<file path="config.mk">
export PLATFORM = sky130hd
export DESIGN_NAME = hnorm_queue
export DESIGN_NICKNAME = d
export VERILOG_FILES = /design/src/hdl/hnorm_pkg.sv /design/src/hdl/hnorm_queue.sv
export SDC_FILE = /design/constraint.sdc
export NUM_CORES = 1
export LEC_CHECK = 0
export BUFFER_PORTS_ARGS = -buffer_cell sky130_fd_sc_hd__buf_2
export CAP_MARGIN = 20
export CORE_ASPECT_RATIO = 0.5
export CORE_MARGIN = 2
export CORE_UTILIZATION = 50
export CTS_CLUSTER_SIZE = 24
export DETAILED_ROUTE_END_ITERATION = 10
export GPL_TIMING_DRIVEN = 0
export PLACE_DENSITY = 0.85
export SYNTH_ARGS = -nofsm -noshare
export SYNTH_HDL_FRONTEND = slang
export SYNTH_SLANG_ARGS = --single-unit
</file>
<file path="constraint.sdc">
create_clock -name clk -period 1.7 [get_ports clk]
set_input_delay 0.425 -clock clk [delete_from_list [all_inputs] [get_ports clk]]
set_output_delay 0.425 -clock clk [all_outputs]
set_load 0.03 [all_outputs]
</file>
<file path="src/hdl/hnorm_pkg.sv">
// ----------------------------------------------------------------------------
// hnorm_pkg
// Shared types and constants of the heightfield normal generator: register
// indexes, the difference record that passes from front to back, and the
// state encodings of both sequencers.
// ----------------------------------------------------------------------------
package hnorm_pkg;

  localparam int SAMPLE_W  = 8;
  localparam int DIFF_W    = 9;
  localparam int ROW_W     = 9;
  localparam int GAIN_W    = 16;
  localparam int MAG_W     = 24;
  localparam int CFG_IDX_W = 3;

  // Configuration register indexes.
  localparam logic [CFG_IDX_W-1:0] CFG_GRID_WIDTH  = 3'd0;
  localparam logic [CFG_IDX_W-1:0] CFG_GRID_HEIGHT = 3'd1;
  localparam logic [CFG_IDX_W-1:0] CFG_X_GAIN      = 3'd2;
  localparam logic [CFG_IDX_W-1:0] CFG_Z_GAIN      = 3'd3;
  localparam logic [CFG_IDX_W-1:0] CFG_UP_COMP     = 3'd4;

  // Register file contents.
  typedef struct packed {
    logic [ROW_W-1:0]  grid_width;
    logic [ROW_W-1:0]  grid_height;
    logic [GAIN_W-1:0] x_gain;
    logic [GAIN_W-1:0] z_gain;
    logic [GAIN_W-1:0] up_component;
  } hnorm_cfg_t;

  // Height differences of one grid point, handed from front to back.
  typedef struct packed {
    logic signed [DIFF_W-1:0] dx;
    logic signed [DIFF_W-1:0] dz;
    logic                     last;
  } hnorm_diff_t;

  typedef enum logic [2:0] {
    FR_IDLE,
    FR_RD0,
    FR_RD1,
    FR_RD2,
    FR_RD3,
    FR_DONE
  } hnorm_front_state_t;

  typedef enum logic [2:0] {
    BK_IDLE,
    BK_NORM,
    BK_SQ,
    BK_ROOT,
    BK_DLOAD,
    BK_DIV,
    BK_DONE
  } hnorm_back_state_t;

endpackage

</file>
<file path="src/hdl/hnorm_queue.sv">
// ----------------------------------------------------------------------------
// hnorm_queue
// Two-entry queue of height differences between the front and the
// normalization back end.
// ----------------------------------------------------------------------------
module hnorm_queue (
  input  logic                   clk,
  input  logic                   rst_n,
  input  logic                   push_valid,
  output logic                   push_ready,
  input  hnorm_pkg::hnorm_diff_t push_data,
  output logic                   pop_valid,
  input  logic                   pop_ready,
  output hnorm_pkg::hnorm_diff_t pop_data
);

  hnorm_pkg::hnorm_diff_t entry_r [2];
  logic       wr_ptr_r, rd_ptr_r;
  logic [1:0] count_r;
  logic       do_push, do_pop;

  assign push_ready = (count_r != 2'd2);
  assign pop_valid  = (count_r != 2'd0);
  assign pop_data   = entry_r[rd_ptr_r];
  assign do_push    = push_valid && push_ready;
  assign do_pop     = pop_valid && pop_ready;

  // Entry storage.
  always_ff @(posedge clk) begin
    if (do_push) entry_r[wr_ptr_r] <= push_data;
  end

  // Pointers and fill level.
  always_ff @(posedge clk) begin
    if (!rst_n) begin
      wr_ptr_r <= 1'b0;
      rd_ptr_r <= 1'b0;
      count_r  <= 2'd0;
    end else begin
      if (do_push) wr_ptr_r <= !wr_ptr_r;
      if (do_pop)  rd_ptr_r <= !rd_ptr_r;
      if (do_push && !do_pop) begin
        count_r <= count_r + 2'd1;
      end else if (do_pop && !do_push) begin
        count_r <= count_r - 2'd1;
      end
    end
  end

endmodule

</file>
==> results.md <==
- Run status: complete, but fails checks
- Violations in the final reports: setup timing
- Placement row count: 14
- Routability cong.: 0.701
- Element type at the critical path start: flop
- Placed wire-length estimate after detailed placement: 1.58 mm
- Die Footprint: 3720 um^2
- CTS Hold Buffers Added: 0
- Port Buf Inserts: 43
- Kind of capture point of the worst setup path: output port
- Clock tree root buffer cell: sky130_fd_sc_hd__clkbuf_8
- Signed area change from the synthesized netlist to the final layout: 39.0%
- Classification of the worst setup path: flop to output port
- Number of synthesized register bits: 43
- Nets: roughly 160
- Worst Hold Class: input port to flop
- Die X-Extent: 84.3 um
- Count of inserted antenna diode cells: 0
- Placeable core region: 3030 um^2
- Number of max-slew violations in the final report: 0
- Grt total ovfl: 0
- Layout filler cell count: 174
- Synth top cells by count: sky130_fd_sc_hd__edfxtp_1 (38), sky130_fd_sc_hd__mux2_2 (19), sky130_fd_sc_hd__dfxtp_1 (5), sky130_fd_sc_hd__and2_1 (4), sky130_fd_sc_hd__xnor2_1 (2)
- Combined global-route utilization of all metal layers: 17.4%
- Global-route met2 utilization: 30.0%
- Number of max-cap violations: 0
- Wire length of the first global-routing pass: 4.63 mm
- Number of enable flip-flop cells after synthesis: 38
- Starting DRC count in detailed routing: 81
- Shortest period the worst path allows: 1760 ps
- Clock skew after layout: ~2.7 ps
- Cell type with the highest aggregate area in the netlist: sky130_fd_sc_hd__edfxtp_1
- Synthesized area per cell: 19.4 um^2
- Setup repair after global routing missed its margin: yes
- Area share of the leading cell type in the synthesized netlist: 70.9%
- Post-route cell area: 2240 um^2
- DP Worst Slack: -42.6 ps
- Flip-flop cell with the highest count after synthesis: sky130_fd_sc_hd__edfxtp_1
- Layer carrying the most global-route usage: met2
- Die Y: between 40 and 50 um
- I/O pin total: 44
- # DRC: 0
- Setup slack of the critical path after layout: -56.4 ps
- Power Density: ~1600 nW/um^2
- Data arrival at the endpoint of the critical path: between 1000 and 1500 ps
- CTS buffer count: 5
- Critical path peak fanout: 6
- Vias in the first global route: between 900 and 1000
- Synthesized netlist cell count: 83
- Total number of vias: between 800 and 900
- Overall routed net length: approximately 3 mm
- Fraction of layout cells with a size suffix above 1: 57.6%
- Worst vdd rail ir drop: 1160 uV
- Area post-placement: 1880 um^2
- Initial antenna violation count: 0
- Highest Clock Rate: 569 MHz
- CTS Buffer Depth: 2
- Setup-violating endpoint count in the final report: 19
- FFs w/ async S/R, synth: 0%
- Leak Pwr: 0.887 nW
- Number of nets still failing antenna checks after routing: 0
- TritonCTS clock tree: built
- Accumulated negative setup slack: -771 ps
- Syn nets: 107
- Count leader, synth: sky130_fd_sc_hd__edfxtp_1
- Total power draw: around 3.5 mW
- Number of H-tree levels: 2
- Met1 track demand over resource: 21.4%
- Worst slew pin tran: 452 ps
- Synthesis warning total: 0
- Count of cell types in the netlist: 20
- Crit share post-route: 103%
- Met3 Usage GRT: 5.22%
- Slew HR: between 60 and 70%
- Clock-pin transition on the worst setup and hold timing paths: about 70 ps
- Wire length per cell: 17.2 um
- Vias per cell: roughly 5.0
- Endpoint required time on the critical path: 1270 ps
- TritonCTS sink count: 43
- Post-Syn Area: 1610 um^2
- Count of TritonRoute iterations in the first routing pass: 4
- Starting utilization of the core area: 53.1%
- Final count of hold timing violations: 0
- Leading cell types by total area after synthesis: sky130_fd_sc_hd__edfxtp_1 (71%), sky130_fd_sc_hd__mux2_2 (13%), sky130_fd_sc_hd__dfxtp_1 (6.2%), sky130_fd_sc_hd__and2_1 (1.6%), sky130_fd_sc_hd__xnor2_1 (1.1%)
- Clock Latency Late Sink: around 280 ps
- Sequential cell area fraction in the yosys report: 77.1%
- Pin count of the biggest net entering global routing: 20
## cell usage in the layout, fill, tap and decap left out, drive strengths merged
cell and n:
or3 1, and2 4, ha 1, clkbuf 8, nand2b 1, a21boi 2, nand3b 1, xor2 1
buf 50, a21bo 1, or2 1, mux2 19, edfxtp 38, o21ai 2, clkinvlp 1, dfxtp 5
and3 1, xnor2 2
## kinds of logic (layout without fill, tap and decap cells)
family | Yosys count | after routing | synth area share (%)
AOI/OAI and AO/OA | 5 | 5 | 2.18
xor gates and xnor gates | 3 | 3 | 1.63
adders and majority gates | 1 | 1 | 0.777
buffers and inverters | 3 | 59 | 1.01
DFF | 43 | 43 | 77.1
muxes | 19 | 19 | 13.3
and+or+nand+nor | 9 | 9 | 4.04
## worst paths after layout
path / start / to / slack [ps] / cells after the start
setup / recovery: flop / pop_data[3] / -60 / 4
hold / removal: push_data[5] / entry_r[0][5] / 330 / 1
setup reg to reg: count_r[0] / count_r[1] / 110 / 5
hold reg to reg: count_r[1] / count_r[1] / 560 / 2
## metal layers
metal,wire length (um),vias up
met3,133,9
li1,-,427
met4,59,0
met1,1240,431
met2,1660,22
met5,0,-
## cell type report
class	instances	area, um^2	area share [%]
repair buffers	48	403	18.0
multi-input cells	37	425	19.0
plain buffers	2	30.0	1.34
clock buffers	8	80.1	3.58
inverters	1	7.51	0.335
well taps	40	50.0	2.24
flip-flops and latches	43	1240	55.5
## sequential cells by signal, indices dropped and copies added (netlist names), named ones only
register	count
rd_ptr_r	1
count_r	2
wr_ptr_r	1
entry_r	38
## critical path: stages (launching register included)
cell and delay [ps]:
sky130_fd_sc_hd__dfxtp_2 330, sky130_fd_sc_hd__buf_8 130, sky130_fd_sc_hd__buf_8 130, sky130_fd_sc_hd__mux2_4 310
sky130_fd_sc_hd__buf_6 140
## timing repair
action                     CTS  global route
gates cloned                 1             0
setup buffers                4             0
resized for setup           66             3
setup endpoints to repair   38            38
## stage by stage
stage          hold WS, ps  util [%]  std cells
4_1_cts                321      73.5        179
3_3_place_gp           530      61.9        166
2_1_floorplan          512         -         83
5_1_grt                323      73.9        179
3_5_place_dp           557      61.9        166
6_report               330      73.9        179
## where the power goes
group	internal [mW]	switching (mW)	leakage (nW)	total (mW)
clock	0.292	0.311	0.0395	0.603
combinational	0.782	0.753	0.451	1.54
sequential	1.33	0.0720	0.397	1.40
total	2.41	1.14	0.887	3.54
No activity file was read; power rests on OpenSTA's default activity.
