## config.mk

```make
export PLATFORM = sky130hd
export DESIGN_NAME = hnorm_front
export DESIGN_NICKNAME = d
export VERILOG_FILES = /design/src/hdl/hnorm_pkg.sv /design/src/hdl/hnorm_front.sv
export SDC_FILE = /design/constraint.sdc
export NUM_CORES = 2
export LEC_CHECK = 0
export ABC_AREA = 0
export BUFFER_PORTS_ARGS = -buffer_cell sky130_fd_sc_hd__clkbuf_2
export CAP_MARGIN = 20
export CORE_MARGIN = 8
export CORE_UTILIZATION = 43
export CTS_BUF_LIST = sky130_fd_sc_hd__clkbuf_16
export DETAILED_ROUTE_END_ITERATION = 10
export PLACE_DENSITY = 0.72
export SYNTH_ARGS = -nofsm -noshare
export SYNTH_HDL_FRONTEND = slang
export SYNTH_SLANG_ARGS = --single-unit
export TNS_END_PERCENT = 50
```

## constraint.sdc

```tcl
create_clock -name clk -period 7.1 [get_ports clk]
set_clock_uncertainty 0.2 [all_clocks]
set_input_delay 1.065 -clock clk [delete_from_list [all_inputs] [get_ports clk]]
set_output_delay 1.065 -clock clk [all_outputs]
set_load 0.05 [all_outputs]
```

## src/hdl/hnorm_pkg.sv

```systemverilog
// ----------------------------------------------------------------------------
// hnorm_pkg
// Shared types and constants of the heightfield normal generator: register
// indexes, the difference record that passes from front to back, and the
// state encodings of both sequencers.
// ----------------------------------------------------------------------------
package hnorm_pkg;

  localparam int SAMPLE_W  = 8;
  localparam int DIFF_W    = 9;
  localparam int ROW_W     = 9;
  localparam int GAIN_W    = 16;
  localparam int MAG_W     = 24;
  localparam int CFG_IDX_W = 3;

  // Configuration register indexes.
  localparam logic [CFG_IDX_W-1:0] CFG_GRID_WIDTH  = 3'd0;
  localparam logic [CFG_IDX_W-1:0] CFG_GRID_HEIGHT = 3'd1;
  localparam logic [CFG_IDX_W-1:0] CFG_X_GAIN      = 3'd2;
  localparam logic [CFG_IDX_W-1:0] CFG_Z_GAIN      = 3'd3;
  localparam logic [CFG_IDX_W-1:0] CFG_UP_COMP     = 3'd4;

  // Register file contents.
  typedef struct packed {
    logic [ROW_W-1:0]  grid_width;
    logic [ROW_W-1:0]  grid_height;
    logic [GAIN_W-1:0] x_gain;
    logic [GAIN_W-1:0] z_gain;
    logic [GAIN_W-1:0] up_component;
  } hnorm_cfg_t;

  // Height differences of one grid point, handed from front to back.
  typedef struct packed {
    logic signed [DIFF_W-1:0] dx;
    logic signed [DIFF_W-1:0] dz;
    logic                     last;
  } hnorm_diff_t;

  typedef enum logic [2:0] {
    FR_IDLE,
    FR_RD0,
    FR_RD1,
    FR_RD2,
    FR_RD3,
    FR_DONE
  } hnorm_front_state_t;

  typedef enum logic [2:0] {
    BK_IDLE,
    BK_NORM,
    BK_SQ,
    BK_ROOT,
    BK_DLOAD,
    BK_DIV,
    BK_DONE
  } hnorm_back_state_t;

endpackage

```

## src/hdl/hnorm_front.sv

```systemverilog
// ----------------------------------------------------------------------------
// hnorm_front
// Accepts height samples and flush ticks, keeps the two line stores and the
// grid counters, fetches the neighbours of one grid point and hands its
// height differences to the queue.
// ----------------------------------------------------------------------------
module hnorm_front #(
  parameter int MAX_WIDTH = 256
) (
  input  logic                                 clk,
  input  logic                                 rst_n,
  input  logic                                 in_valid,
  output logic                                 in_ready,
  input  logic                                 in_command,
  input  logic signed [hnorm_pkg::SAMPLE_W-1:0] in_height_sample,
  input  hnorm_pkg::hnorm_cfg_t                cfg,
  output logic                                 push_valid,
  input  logic                                 push_ready,
  output hnorm_pkg::hnorm_diff_t               push_data
);

  localparam int CW = $clog2(MAX_WIDTH);

  hnorm_pkg::hnorm_front_state_t state_r, state_nxt;

  logic [CW-1:0]                   col_count_r, flush_col_r, col_r;
  logic [hnorm_pkg::ROW_W-1:0]     row_count_r, hgt;
  logic [CW-1:0]                   wm1, cnt_sel, col_in, prev_addr, old_addr;
  logic                            cmd_r, full, take, accept, produce, go, mem_we;
  logic [hnorm_pkg::SAMPLE_W-1:0]  raw_r, c_r, a_r, l_r, r_r, prev_q_r, old_q_r;
  logic [hnorm_pkg::SAMPLE_W-1:0]  left, right, above, below;

  logic [hnorm_pkg::SAMPLE_W-1:0]  prev_mem [MAX_WIDTH];
  logic [hnorm_pkg::SAMPLE_W-1:0]  old_mem  [MAX_WIDTH];

  // Width in use as last column index, height in use as at least two rows.
  always_comb begin
    if (int'(cfg.grid_width) >= MAX_WIDTH) begin
      wm1 = CW'(MAX_WIDTH - 1);
    end else if (cfg.grid_width < 9'd2) begin
      wm1 = CW'(1);
    end else begin
      wm1 = CW'(int'(cfg.grid_width) - 1);
    end
    hgt = (cfg.grid_height < 9'd2) ? 9'd2 : cfg.grid_height;
  end

  assign full    = (row_count_r >= hgt);
  assign cnt_sel = in_command ? flush_col_r : col_count_r;
  assign col_in  = (cnt_sel > wm1) ? wm1 : cnt_sel;
  assign take    = in_command ? full : !full;
  assign accept  = in_valid && in_ready;
  assign produce = cmd_r || (row_count_r != '0);
  assign go      = (state_r == hnorm_pkg::FR_DONE) && (!produce || push_ready);

  // Next state.
  always_comb begin
    state_nxt = state_r;
    unique case (state_r)
      hnorm_pkg::FR_IDLE: if (accept && take) state_nxt = hnorm_pkg::FR_RD0;
      hnorm_pkg::FR_RD0:  state_nxt = hnorm_pkg::FR_RD1;
      hnorm_pkg::FR_RD1:  state_nxt = hnorm_pkg::FR_RD2;
      hnorm_pkg::FR_RD2:  state_nxt = hnorm_pkg::FR_RD3;
      hnorm_pkg::FR_RD3:  state_nxt = hnorm_pkg::FR_DONE;
      hnorm_pkg::FR_DONE: if (go) state_nxt = hnorm_pkg::FR_IDLE;
      default:            state_nxt = hnorm_pkg::FR_IDLE;
    endcase
  end

  // Handshakes and line store addresses.
  always_comb begin
    in_ready   = (state_r == hnorm_pkg::FR_IDLE);
    push_valid = (state_r == hnorm_pkg::FR_DONE) && produce;
    mem_we     = go && !cmd_r;
    prev_addr  = col_r;
    old_addr   = col_r;
    unique case (state_r)
      hnorm_pkg::FR_RD1: begin
        if (col_r < wm1) prev_addr = col_r + CW'(1);
        if (col_r != '0) old_addr = col_r - CW'(1);
      end
      hnorm_pkg::FR_RD2: begin
        if (col_r != '0) prev_addr = col_r - CW'(1);
      end
      default: begin
        prev_addr = col_r;
      end
    endcase
  end

  // Line stores: one write and one registered read each.
  always_ff @(posedge clk) begin
    if (mem_we) prev_mem[col_r] <= raw_r;
    prev_q_r <= prev_mem[prev_addr];
  end

  always_ff @(posedge clk) begin
    if (mem_we) old_mem[col_r] <= c_r;
    old_q_r <= old_mem[old_addr];
  end

  // Transaction capture and neighbour collection.
  always_ff @(posedge clk) begin
    if (accept) begin
      cmd_r <= in_command;
      raw_r <= in_height_sample;
      col_r <= col_in;
    end
    if (state_r == hnorm_pkg::FR_RD1) begin
      c_r <= prev_q_r;
      a_r <= old_q_r;
    end
    if (state_r == hnorm_pkg::FR_RD2) begin
      r_r <= prev_q_r;
      l_r <= old_q_r;
    end
    if (state_r == hnorm_pkg::FR_RD3 && cmd_r) begin
      l_r <= prev_q_r;
    end
  end

  // Border handling: a missing neighbour is the centre sample.
  always_comb begin
    left  = (col_r != '0) ? l_r : c_r;
    right = (col_r < wm1) ? r_r : c_r;
    above = (cmd_r || row_count_r >= 9'd2) ? a_r : c_r;
    below = cmd_r ? c_r : raw_r;
    push_data.dx   = $signed({left[7], left}) - $signed({right[7], right});
    push_data.dz   = $signed({above[7], above}) - $signed({below[7], below});
    push_data.last = cmd_r && (col_r == wm1);
  end

  // State and grid counters.
  always_ff @(posedge clk) begin
    if (!rst_n) begin
      state_r     <= hnorm_pkg::FR_IDLE;
      col_count_r <= '0;
      row_count_r <= '0;
      flush_col_r <= '0;
    end else begin
      state_r <= state_nxt;
      if (go) begin
        if (!cmd_r) begin
          if (col_r == wm1) begin
            col_count_r <= '0;
            row_count_r <= row_count_r + 9'd1;
          end else begin
            col_count_r <= col_r + CW'(1);
          end
        end else if (col_r == wm1) begin
          flush_col_r <= '0;
          row_count_r <= '0;
          col_count_r <= '0;
        end else begin
          flush_col_r <= col_r + CW'(1);
        end
      end
    end
  end

endmodule

```

==> summary.md <==
| Metric | Value |
|---|---|
| Clock Path Buffers | 4 |
| Slowest-stage cell, CP | fa_1 |
| Cell variety after synth | 85 |
| Routed WL per cell | around 29 microns |
| Fin crit period | 6.77 ns |
| Post-synthesis cell count | 10014 |
| Root buffer cell | clkbuf_16 |
| Dpl cell area | 178000 sq um |
| Synth Area in Compound Gates | 0.0378 |
| Crit path top cell by count | a21oi_1 |
| Largest family of logic cells by synthesized area | multiplexers |
| #FFs+latches synth | ~4200 |
| Num ports | 100 |
| Sequential area share after synthesis | 0.750 |
| # port buffers | 51 |
| Cell Count, Final, Fillers Out | 16126 |
| GRT overflow | 0 |
| Crit. End Element | output pin |
| Fin. max-slew vios | 0 |
| Yosys warns | 0 |
| Sw power | between 0.015 and 0.02 W |
| DP HPWL | 282000 microns |
| Peak VDD IR | 0.000343 V |
| Iter 0 DRT Violations | 16039 |
| Placed cell count | 15346 |
| Antenna Nets Post-Route | 0 |
| Multi-input logic area | around 39000 sq um |
| Unrepaired setup endpoints after global routing | no |
| Final Util | 0.494 |
| Int Pwr | 0.0442 W |
| H-tree depth | 5 |
| GP Congestion | 0.937 |
| Slew @ Worst Pin | 1.34 ns |
| Crit path from | cfg[59] |
| Maximum number of pins on one net before global-route repair | 223 |
| Worst slew margin relative to its limit | 0.107 |
| Layout Nets | 10695 |
| Arr. time, crit path | 5.50 ns |
| Static leakage | 64.1 nW |
| Comb power frac | 0.195 |
| Layout area overhead | 14.6% |
| Critical path peak fanout | 7 |
| Clk pwr share | 0.351 |
| XOR/XNOR Fraction of Synth Area | 0.00162 |
| Top delay family on crit path | compound AO/OA/AOI/OAI gates |
| Remaining routing DRC violations | 0 |
| EDFF count, synth | 4145 |
| GRT Total Usage | 0.222 |
| Setup ws final | 0.333 ns |
| Final setup violation count | 0 |
| Reg area | 125000 sq um |
| CTS Hold Bufs | 0 |
| Mapped Avg Cell Area | 16.7 sq um |
| Core ar. | around 390000 sq um |
| Die area | 409000 sq um |
| Post-Synth Simple-Gate Area | 0.0783 |
| Clk pin slew, worst setup/hold paths | 0.06 ns |
| Starting density of the core | 0.431 |
| Max_cap viols | 0 |
| Drt total wl | 472000 microns |
| Status | complete, no violations |
| # fillers | 30874 |
| Clk sink count | 4189 |
| Post-Synth Adder-Cell Area | 0.00391 |
| Clock latency at the later pin of the worst-skew pair | 0.99 ns |
| CTS tree | built |
| Final hold violation count | 0 |
| Sequential Power Share | 0.453 |
| Crit start category | input port |
| Worst Hold Launch | in_height_sample[2] |
| Vias in the first global route | approximately 95000 |
| Highest clock rate | 148 MHz |
| Final period util | 0.953 |
| Worst Hold Class | input port to flip-flop |
| Cell Chain, Critical Path | clkbuf_2 > nor4_2 > nor2b_2 > nand2_1 > a21o_1 > inv_1 > ha_1 > nor2b_1 > o211ai_1 > a21oi_1 > nor2_2 > mux2_2 > ha_1 > inv_1 > fa_1 > a21o_1 > a21oi_1 > o21bai_1 > a21oi_1 > nor2b_1 > nor3_1 > mux2_2 > buf_12 |
| Site row count | 229 |
| Crit Path Class | input port to output pin |
| CP peak stage delay | 0.46 ns |
| Switching share of power | 0.282 |
| Die width | 640 microns |
| Setup WS pre-CTS | -0.208 ns |
| Post-route cell area | between 150000 and 200000 sq um |
| Worst Path Buf+Inv | 4 |
| First-pass GRT wire length | 670000 microns |
| Mux share of post-synthesis cell area | 0.109 |
| Ys flop type | edfxtp_1 |
| Mapped Area | between 150000 and 200000 sq um |
| DR vias | 98186 |
| Net Count, Synth | 10144 |
| Average vias per placed instance | about 6.1 |
| Pwr dens | 321 nW/um^2 |
| WP data required | 5.83 ns |
| Initial antenna violation count | 23 |
| Die Ht | between 600 and 700 microns |
| TritonRoute pass-1 iters | 6 |
| Reg2reg start | col_r[0]$_DFFE_PP_ |
| CTS Buf Count | between 300 and 400 |
| Share of cells above drive strength 1 | 0.184 |
| Asr flop ratio synth | 0 |
| WHS | 0.0722 ns |
[flip-flops by register name, summed over array words and instances, names as in the netlist]
name and flops:
l_r 8, col_r 8, state_r 3, raw_r 8, a_r 8, flush_col_r 8
prev_mem 2048, row_count_r 9, cmd_r 1, prev_q_r 8, col_count_r 8, old_mem 2048
r_r 8, old_q_r 8, c_r 8
[worst paths after layout]
kind / endpoint / slack (ns) / depth (start not counted)
setup / recovery: push_data[18] / 0.33 / 23
hold / removal: raw_r[2]$_DFFE_PP_ / 0.07 / 1
setup reg to reg: prev_q_r[0]$_DFF_P_ / 0.63 / 16
hold reg to reg: a_r[0]$_DFFE_PP_ / 0.24 / 0
[Yosys cell counts (6+ instances only)]
| library cell | number | area (sq um) |
|---|---|---|
| mux4_2 | 518 | 11700 |
| nand3_1 | 725 | 3630 |
| clkbuf_1 | 261 | 980 |
| buf_1 | 73 | 274 |
| a31oi_1 | 51 | 319 |
| nand4_1 | 62 | 388 |
| nor4_1 | 16 | 100 |
| o311ai_1 | 31 | 272 |
| a32oi_1 | 35 | 307 |
| nor2b_1 | 82 | 513 |
| a21oi_1 | 192 | 961 |
| ha_1 | 49 | 613 |
| nor2_1 | 319 | 1200 |
| xor2_1 | 15 | 131 |
| buf_4 | 61 | 458 |
| o2111ai_1 | 23 | 201 |
| nor3b_1 | 6 | 45.0 |
| o21ai_0 | 20 | 100 |
| edfxtp_1 | 4145 | 124000 |
| nand2b_1 | 6 | 37.5 |
| a21o_1 | 26 | 195 |
| a32o_1 | 50 | 500 |
| mux2_2 | 58 | 653 |
| xnor2_1 | 16 | 140 |
| nand2_1 | 1724 | 6470 |
| a311oi_1 | 50 | 438 |
| a211o_1 | 40 | 350 |
| o211ai_1 | 27 | 203 |
| buf_6 | 22 | 248 |
| nor3_1 | 29 | 145 |
| buf_2 | 213 | 1070 |
| a2111oi_0 | 77 | 674 |
| or4_1 | 6 | 45.0 |
| o21a_1 | 7 | 52.6 |
| o311ai_0 | 7 | 61.3 |
| mux2i_1 | 596 | 5970 |
| a221oi_1 | 33 | 289 |
| a211oi_1 | 92 | 691 |
| dfxtp_1 | 44 | 881 |
| inv_1 | 43 | 161 |
| a22oi_1 | 18 | 135 |
| and3_1 | 47 | 294 |
[metal layers]
layer | track usage | part of all wire | up-vias
met5 | 0 | 0.00011 | -
met4 | 0.117 | 0.059 | 8
met3 | 0.0573 | 0.13 | 1223
met2 | 0.338 | 0.45 | 6885
met1 | 0.293 | 0.36 | 49738
li1 | - | - | 40332
[metrics by stage]
step | setup TNS [ns] | total power [W]
4_1_cts | 0 | 0.0614
5_1_grt | 0 | 0.0630
2_1_floorplan | 0 | 0.0353
3_3_place_gp | -0.0497 | 0.0398
3_5_place_dp | -0.208 | 0.0401
6_report | 0 | 0.0616
[power by group through the flow]
stage                     clock, W  combinational, W  sequential (W)
after floorplan                  0           0.00641          0.0289
after global placement           0            0.0114          0.0284
after detailed placement         0            0.0116          0.0284
after CTS                   0.0218            0.0117          0.0279
after global routing        0.0227            0.0124          0.0279
final                       0.0216            0.0120          0.0279
[final cells by class]
class	count	share of cell area
flip-flops and latches	4189	0.654
clock buffers	405	0.0529
multi-input cells	5149	0.204
well taps	5197	0.0339
inverters	45	0.000882
repair buffers	781	0.0376
clock inverters	332	0.0165
diodes	28	0.000366
[cell families after synthesis]
family,after synthesis
DFF,4189
and+or+nand+nor,3052
muxes,1173
AOI/OAI and AO/OA,842
buffers and inverters,676
adders and majority gates,51
xor gates and xnor gates,31
[layout by cell type, fill, tap and decap left out, types with 79 or more instances in the layout]
master and count:
mux4_2 518, inv_1 110, clkbuf_16 405, nand3_1 710, nand2_1 1720, edfxtp_1 4145, buf_12 104, a211oi_1 91
a21oi_1 190, clkinv_1 93, buf_4 617, mux2i_1 596, nor2b_1 79, nor2_1 299
[timing repair]
item / CTS / global route
hold endpoints to repair: 0 / 0
resized for setup: 0 / 2
endpoints found under the setup margin: 0 / 2
buffers inserted: 0 / 1
No activity file was read; power rests on OpenSTA's default activity.
