`config.mk`:
```
export PLATFORM = sky130hd
export DESIGN_NAME = hnorm_back
export DESIGN_NICKNAME = d
export VERILOG_FILES = /design/src/hdl/hnorm_pkg.sv /design/src/hdl/hnorm_back.sv
export SDC_FILE = /design/constraint.sdc
export NUM_CORES = 2
export LEC_CHECK = 0
export BUFFER_PORTS_ARGS = -buffer_cell sky130_fd_sc_hd__buf_2
export CAP_MARGIN = 5
export CORE_MARGIN = 2
export CORE_UTILIZATION = 59
export CTS_CLUSTER_DIAMETER = 200
export DETAILED_ROUTE_END_ITERATION = 6
export HOLD_SLACK_MARGIN = 0.08
export PLACE_DENSITY_LB_ADDON = 0.2
export SLEW_MARGIN = 30
export SYNTH_ARGS = -nofsm -noshare
export SYNTH_HDL_FRONTEND = slang
export SYNTH_SLANG_ARGS = --single-unit
```
`constraint.sdc`:
```
create_clock -name clk -period 8.68 [get_ports clk]
set_input_delay 1.302 -clock clk [delete_from_list [all_inputs] [get_ports clk]]
set_output_delay 1.302 -clock clk [all_outputs]
set_load 0.01 [all_outputs]
```
`src/hdl/hnorm_pkg.sv`:
```
// ----------------------------------------------------------------------------
// hnorm_pkg
// Shared types and constants of the heightfield normal generator: register
// indexes, the difference record that passes from front to back, and the
// state encodings of both sequencers.
// ----------------------------------------------------------------------------
package hnorm_pkg;

  localparam int SAMPLE_W  = 8;
  localparam int DIFF_W    = 9;
  localparam int ROW_W     = 9;
  localparam int GAIN_W    = 16;
  localparam int MAG_W     = 24;
  localparam int CFG_IDX_W = 3;

  // Configuration register indexes.
  localparam logic [CFG_IDX_W-1:0] CFG_GRID_WIDTH  = 3'd0;
  localparam logic [CFG_IDX_W-1:0] CFG_GRID_HEIGHT = 3'd1;
  localparam logic [CFG_IDX_W-1:0] CFG_X_GAIN      = 3'd2;
  localparam logic [CFG_IDX_W-1:0] CFG_Z_GAIN      = 3'd3;
  localparam logic [CFG_IDX_W-1:0] CFG_UP_COMP     = 3'd4;

  // Register file contents.
  typedef struct packed {
    logic [ROW_W-1:0]  grid_width;
    logic [ROW_W-1:0]  grid_height;
    logic [GAIN_W-1:0] x_gain;
    logic [GAIN_W-1:0] z_gain;
    logic [GAIN_W-1:0] up_component;
  } hnorm_cfg_t;

  // Height differences of one grid point, handed from front to back.
  typedef struct packed {
    logic signed [DIFF_W-1:0] dx;
    logic signed [DIFF_W-1:0] dz;
    logic                     last;
  } hnorm_diff_t;

  typedef enum logic [2:0] {
    FR_IDLE,
    FR_RD0,
    FR_RD1,
    FR_RD2,
    FR_RD3,
    FR_DONE
  } hnorm_front_state_t;

  typedef enum logic [2:0] {
    BK_IDLE,
    BK_NORM,
    BK_SQ,
    BK_ROOT,
    BK_DLOAD,
    BK_DIV,
    BK_DONE
  } hnorm_back_state_t;

endpackage

```
`src/hdl/hnorm_back.sv`:
```
// ----------------------------------------------------------------------------
// hnorm_back
// Scales the height differences by the gains, normalizes the vector to unit
// length with a bit-serial square root and a restoring divider, and holds
// the result in an output register.
// ----------------------------------------------------------------------------
module hnorm_back #(
  parameter int NORMAL_FRAC_BITS = 14
) (
  input  logic                   clk,
  input  logic                   rst_n,
  input  logic                   pop_valid,
  output logic                   pop_ready,
  input  hnorm_pkg::hnorm_diff_t pop_data,
  input  hnorm_pkg::hnorm_cfg_t  cfg,
  output logic                   out_valid,
  input  logic                   out_ready,
  output logic signed [15:0]     out_normal_x,
  output logic [14:0]            out_normal_y,
  output logic signed [15:0]     out_normal_z,
  output logic                   out_grid_last
);

  localparam int F  = NORMAL_FRAC_BITS;
  localparam int QB = F + 2;
  localparam int QW = F + 1;
  localparam int NW = hnorm_pkg::MAG_W + F + 8;
  localparam int IW = $clog2(QB);
  localparam int MW = hnorm_pkg::MAG_W;
  localparam logic [QW-1:0] ONE = {1'b1, {F{1'b0}}};

  hnorm_pkg::hnorm_back_state_t state_r, state_nxt;

  logic [MW-1:0]     ax_r, ay_r, az_r, sq_op, dv_op, mx, mz;
  logic              negx_r, negz_r, last_r;
  logic [1:0]        cnt_r;
  logic [2*MW-1:0]   prod_r;
  logic [2*MW+1:0]   acc_r;
  logic [63:0]       v_r, root_r, bitv, tsum;
  logic [4:0]        rk_r;
  logic [31:0]       rem_r;
  logic [QB-1:0]     nlow_r, q_r, q_fin;
  logic [IW-1:0]     qi_r;
  logic [QW-1:0]     resx_r, resy_r, resz_r, q_sat;
  logic [NW-1:0]     num;
  logic [32:0]       trial;
  logic              qbit, is_zero, top_set, div_end, out_free, out_load;
  logic [8:0]        dxa, dza;

  // Gain multiply on the magnitudes of the differences.
  always_comb begin
    dxa = pop_data.dx[8] ? 9'(-pop_data.dx) : 9'(pop_data.dx);
    dza = pop_data.dz[8] ? 9'(-pop_data.dz) : 9'(pop_data.dz);
    mx  = dxa[7:0] * cfg.x_gain;
    mz  = dza[7:0] * cfg.z_gain;
  end

  // Operand selection, square root step and divider step.
  always_comb begin
    is_zero = ((ax_r | ay_r | az_r) == '0);
    top_set = ax_r[MW-1] | ay_r[MW-1] | az_r[MW-1];
    case (cnt_r)
      2'd0:    sq_op = ax_r;
      2'd1:    sq_op = ay_r;
      default: sq_op = az_r;
    endcase
    dv_op   = sq_op;
    bitv    = 64'(1) << {rk_r, 1'b0};
    tsum    = root_r + bitv;
    num     = (NW'(dv_op) << (F + 7)) + NW'(root_r[31:1]);
    trial   = {rem_r, nlow_r[QB-1]};
    qbit    = (trial >= {1'b0, root_r[31:0]});
    q_fin   = {q_r[QB-2:0], qbit};
    q_sat   = (q_fin > QB'(ONE)) ? ONE : QW'(q_fin);
    div_end = (qi_r == IW'(QB - 1));
  end

  // Next state.
  always_comb begin
    state_nxt = state_r;
    unique case (state_r)
      hnorm_pkg::BK_IDLE:  if (pop_valid) state_nxt = hnorm_pkg::BK_NORM;
      hnorm_pkg::BK_NORM: begin
        if (is_zero) begin
          state_nxt = hnorm_pkg::BK_DONE;
        end else if (top_set) begin
          state_nxt = hnorm_pkg::BK_SQ;
        end
      end
      hnorm_pkg::BK_SQ:    if (cnt_r == 2'd3) state_nxt = hnorm_pkg::BK_ROOT;
      hnorm_pkg::BK_ROOT:  if (rk_r == '0) state_nxt = hnorm_pkg::BK_DLOAD;
      hnorm_pkg::BK_DLOAD: state_nxt = hnorm_pkg::BK_DIV;
      hnorm_pkg::BK_DIV: begin
        if (div_end) begin
          state_nxt = (cnt_r == 2'd2) ? hnorm_pkg::BK_DONE : hnorm_pkg::BK_DLOAD;
        end
      end
      hnorm_pkg::BK_DONE:  if (out_free) state_nxt = hnorm_pkg::BK_IDLE;
      default:             state_nxt = hnorm_pkg::BK_IDLE;
    endcase
  end

  // Handshake outputs.
  always_comb begin
    out_free  = !out_valid || out_ready;
    pop_ready = (state_r == hnorm_pkg::BK_IDLE);
    out_load  = (state_r == hnorm_pkg::BK_DONE) && out_free;
  end

  // Datapath registers.
  always_ff @(posedge clk) begin
    unique case (state_r)
      hnorm_pkg::BK_IDLE: begin
        ax_r   <= mx;
        ay_r   <= MW'(cfg.up_component);
        az_r   <= mz;
        negx_r <= pop_data.dx[8];
        negz_r <= pop_data.dz[8];
        last_r <= pop_data.last;
      end
      hnorm_pkg::BK_NORM: begin
        if (is_zero) begin
          resx_r <= '0;
          resy_r <= ONE;
          resz_r <= '0;
        end else if (!top_set) begin
          ax_r <= ax_r << 1;
          ay_r <= ay_r << 1;
          az_r <= az_r << 1;
        end
      end
      hnorm_pkg::BK_SQ: begin
        // One square per cycle, summed in the cycle after.
        prod_r <= sq_op * sq_op;
        if (cnt_r == 2'd1) acc_r <= (2 * MW + 2)'(prod_r);
        if (cnt_r == 2'd2) acc_r <= acc_r + (2 * MW + 2)'(prod_r);
        if (cnt_r == 2'd3) begin
          v_r    <= {14'(0), 50'(acc_r + (2 * MW + 2)'(prod_r))} << 14;
          root_r <= '0;
          rk_r   <= 5'd31;
        end
      end
      hnorm_pkg::BK_ROOT: begin
        if (v_r >= tsum) begin
          v_r    <= v_r - tsum;
          root_r <= (root_r >> 1) + bitv;
        end else begin
          root_r <= root_r >> 1;
        end
        rk_r <= rk_r - 5'd1;
      end
      hnorm_pkg::BK_DLOAD: begin
        rem_r  <= 32'(num >> QB);
        nlow_r <= num[QB-1:0];
        q_r    <= '0;
        qi_r   <= '0;
      end
      hnorm_pkg::BK_DIV: begin
        rem_r  <= qbit ? 32'(trial - {1'b0, root_r[31:0]}) : trial[31:0];
        nlow_r <= nlow_r << 1;
        q_r    <= q_fin;
        qi_r   <= qi_r + IW'(1);
        if (div_end) begin
          case (cnt_r)
            2'd0:    resx_r <= q_sat;
            2'd1:    resy_r <= q_sat;
            default: resz_r <= q_sat;
          endcase
        end
      end
      default: begin
        rem_r <= rem_r;
      end
    endcase
    if (out_load) begin
      out_normal_x  <= negx_r ? 16'(0) - 16'(resx_r) : 16'(resx_r);
      out_normal_y  <= 15'(resy_r);
      out_normal_z  <= negz_r ? 16'(0) - 16'(resz_r) : 16'(resz_r);
      out_grid_last <= last_r;
    end
  end

  // Control registers.
  always_ff @(posedge clk) begin
    if (!rst_n) begin
      state_r   <= hnorm_pkg::BK_IDLE;
      cnt_r     <= 2'd0;
      out_valid <= 1'b0;
    end else begin
      state_r <= state_nxt;
      if (state_r == hnorm_pkg::BK_IDLE) begin
        cnt_r <= 2'd0;
      end else if (state_r == hnorm_pkg::BK_SQ) begin
        cnt_r <= (cnt_r == 2'd3) ? 2'd0 : cnt_r + 2'd1;
      end else if (state_r == hnorm_pkg::BK_DIV && div_end) begin
        cnt_r <= cnt_r + 2'd1;
      end
      if (out_load) begin
        out_valid <= 1'b1;
      end else if (out_ready) begin
        out_valid <= 1'b0;
      end
    end
  end

endmodule

```
==> out/metrics.csv <==
stage,metric,value,unit
sta,final period utilization,96.8,%
cts,htree depth,2,
worst_setup_path,R2R setup slack,0.28,ns
cts,clk slew on worst S/H paths,0.06,ns
cts,CTS root buf,clkbuf_16,
job,total of max-cap violations,0,
worst_setup_path,Worst Path Max Fanout,24,
layout,final std cells w/o fill,7467,
place,HPWL Detailed,117,mm
yosys,post-synthesis sequential area ratio,25.1,%
floorplan,Ports,139,
yosys,Yosys reg bits,471,
floorplan,initial core utilization,59.3,%
layout,area grow syn2layout,8.02,%
min_path,HP Class,reg2reg,
min_path,worst min-delay path startpoint,resy_r[6]$_SDFFCE_PN0P_,
worst_setup_path,R2R Path End,prod_r[44]$_DFFE_PP_,
global_routing,antenna violations before repair,2,
route,Final ANT Viol Nets,0,
worst_setup_path,CP Data Required Time,9.04,ns
yosys,total nets after synthesis,7235,
yosys,synth top area cells,"edfxtp_1 (25%), fa_1 (21%), ha_1 (11%), inv_1 (6.0%), nand2_1 (4.4%)",
layout,NumNets Final,7330,
min_path,Hold Crit Depth,0,
yosys,Post-synth top flop,edfxtp_1,
floorplan,Die Ht,313,microns
worst_setup_path,Worst path max stage delay,0.52,ns
layout,most frequent cells in the layout,"inv_1 (890), nand2_1 (657), fa_1 (593)",
worst_setup_path,Setup Crit Path Kind,reg2reg,
place,DP Cell Count,7365,
floorplan,Die ar.,97700,sq um
layout,multi-input logic area,38100,sq um
worst_setup_path,CP startpoint kind,register,
sta,Worst-Margin Slew,0.967,ns
yosys,share of the synthesized area in the top cell type,24.9,%
floorplan,Std-Cell Rows,113,
place,routability cong.,0.971,
worst_setup_path,Worst Reg-to-Reg Cells,30,
route,DRT Pass-1 Iters,6,
route,Iter 0 DRT Violations,3769,
sta,Hold Fails Final Rpt,0,
yosys,ys async rst share,0,%
route,WL per Instance,19.7,microns
yosys,Synth area leader,edfxtp_1,
worst_setup_path,CP max stage cell,fa_1,
place,IO Port Bufs,120,
route,drt via density,5.91,
yosys,Post-synth EDFFs,465,
layout,"commonest non-fill, non-tap cell in the layout",inv_1,
global_routing,vias in the first global route,45200,
min_path,hold worst-path end,out_normal_y[6]$_DFFE_PP_,
worst_setup_path,crit path DAT,8.76,ns
worst_setup_path,CP dominant cell by count,fa_1,
route,vias,44100,
layout,share of cells above drive strength 1,7.58,%
route,Routed WL,147,mm
global_routing,first-pass GRT wire length,239,mm
sta,clk_skew,0.0555,ns
yosys,Syn Inst Count,6063,
cts,CTS max path bufs,3,
sta,max_slew headroom,35.5,%
worst_setup_path,Crit. End Element,register,
cts,CTS tree,built,
worst_setup_path,Reg2Reg Launch Point,cnt_r[0]$_SDFFE_PP0P_,
global_routing,GRT Resource Usage Total,30.6,%
sta,max-slew violations,0,
cts,Sink Count,471,
sta,Setup Total Neg Slack,0,ns
outcome,status,completed,
yosys,"Avg Cell Area, Syn",9.26,sq um
floorplan,core area,94700,sq um
sta,Max Clock Freq,0.119,GHz
route,DRC Markers,0,
cts,worst skew pair latency,0.66,ns
sta,"Setup violations, final",0,
global_routing,Overflow after GRT,0,
yosys,Synth Cell Area,56200,sq um
cts,CTS Buf Count,51,
floorplan,Die W,313,microns
layout,Seq. cell area,14100,sq um
cts,hold buffers post-CTS,0,
global_routing,largest net degree at the start of global routing,147,
yosys,distinct cell type count of the synthesized netlist,96,
sta,Tmin final,8.40,ns
layout,fillers,7891,
yosys,Synthesis Warnings,0,
==> state kept, by name, summed over array words and instances, names as in the netlist, 24 cells and up <==
name	count
acc_r	50
ax_r	24
ay_r	24
az_r	24
prod_r	47
rem_r	32
root_r	64
v_r	64
==> per-stage QoR <==
step	hold WS [ns]	utilization (%)	instance area (sq um)	worst slack, ns
finish	0.402	64.0	60700	0.280
global route	0.409	64.0	60700	-0.0128
CTS	0.397	63.9	60500	0.0143
detailed placement	0.405	62.0	58700	0.0636
global placement	0.401	62.0	58700	0.164
floorplan	0.400	-	56200	0.00423
==> cell usage after synthesis (8+ instances only) <==
master / n
nor2b_1: 120
or4_1: 8
o21a_1: 36
a31oi_1: 71
nand3_1: 81
fa_1: 593
nor3_1: 66
mux2i_1: 16
o211ai_1: 14
a21o_1: 154
inv_1: 893
xor2_1: 151
o21ai_1: 25
and3_1: 47
edfxtp_1: 465
buf_2: 16
a21oi_1: 338
o31ai_1: 30
and4_1: 8
nor2_1: 464
a21boi_0: 16
a22o_1: 25
nand2_1: 660
nor4_1: 33
or2_2: 8
ha_1: 490
nand4_1: 58
xnor2_1: 233
a31o_2: 19
clkbuf_1: 164
nand2b_1: 61
o21bai_1: 60
a211o_1: 11
a211oi_1: 44
o21ai_0: 255
or3_1: 21
buf_1: 11
mux2_2: 48
and2_1: 97
clkinv_1: 8
==> how the worst max path moves through the flow <==
stage / from / endpoint / slack [ns]
after detailed placement: cnt_r[0]$_SDFFE_PP0P_ / prod_r[44]$_DFFE_PP_ / 0.06
final: cnt_r[0]$_SDFFE_PP0P_ / prod_r[44]$_DFFE_PP_ / 0.28
after global placement: cnt_r[0]$_SDFFE_PP0P_ / prod_r[33]$_DFFE_PP_ / 0.16
after CTS: cnt_r[0]$_SDFFE_PP0P_ / prod_r[47]$_DFFE_PP_ / 0.01
after global routing: cnt_r[0]$_SDFFE_PP0P_ / prod_r[47]$_DFFE_PP_ / -0.01
after floorplan: cnt_r[0]$_SDFFE_PP0P_ / prod_r[33]$_DFFE_PP_ / 0.004
==> layer usage <==
layer  wire length, microns  vias up  global-route usage, %
met5                      0        -                      0
met4                   5640        0                   11.0
met3                  10400      289                   3.86
met2                  69000     1593                   50.0
met1                  61900    21700                   42.2
li1                       -    20600                      -
==> area by class of cell <==
type                            instances  share of cell area, %
Antenna cell                            1                0.00412
Clock inverter                         40                  0.856
Tap cell                             1265                   2.61
Multi-Input combinational cell       4492                   62.8
Clock buffer                           56                   2.13
Timing Repair Buffer                  240                   2.79
Sequential cell                       471                   23.2
Inverter                              902                   5.60
==> cells by family after synthesis <==
logic type	synth area share, %
AO/OA/AOI/OAI	13.9
XOR/XNOR	5.99
adder cells (fa/ha/maj)	32.1
buffers and inverters	7.43
flip-flops	25.1
multiplexers	1.25
AND/OR/NAND/NOR	14.3
==> worst max-delay path, delay by kind of cell, from the launching register on <==
| family | cells | cell delay (ns) |
|---|---|---|
| AO/OA/AOI/OAI | 10 | 2.65 |
| buffers and inverters | 8 | 0.96 |
| AND/OR/NAND/NOR | 3 | 0.54 |
| adder cells (fa/ha/maj) | 9 | 3.58 |
| flip-flops | 1 | 0.37 |
==> what timing repair did <==
action / 4_1_cts / 5_1_grt
resized for setup: 0 / 36
setup endpoints to repair: 0 / 63
buffers inserted: 0 / 5
Power is not shown: default switching activity piles up to over one toggle a cycle in this logic, so the estimate is an artifact.
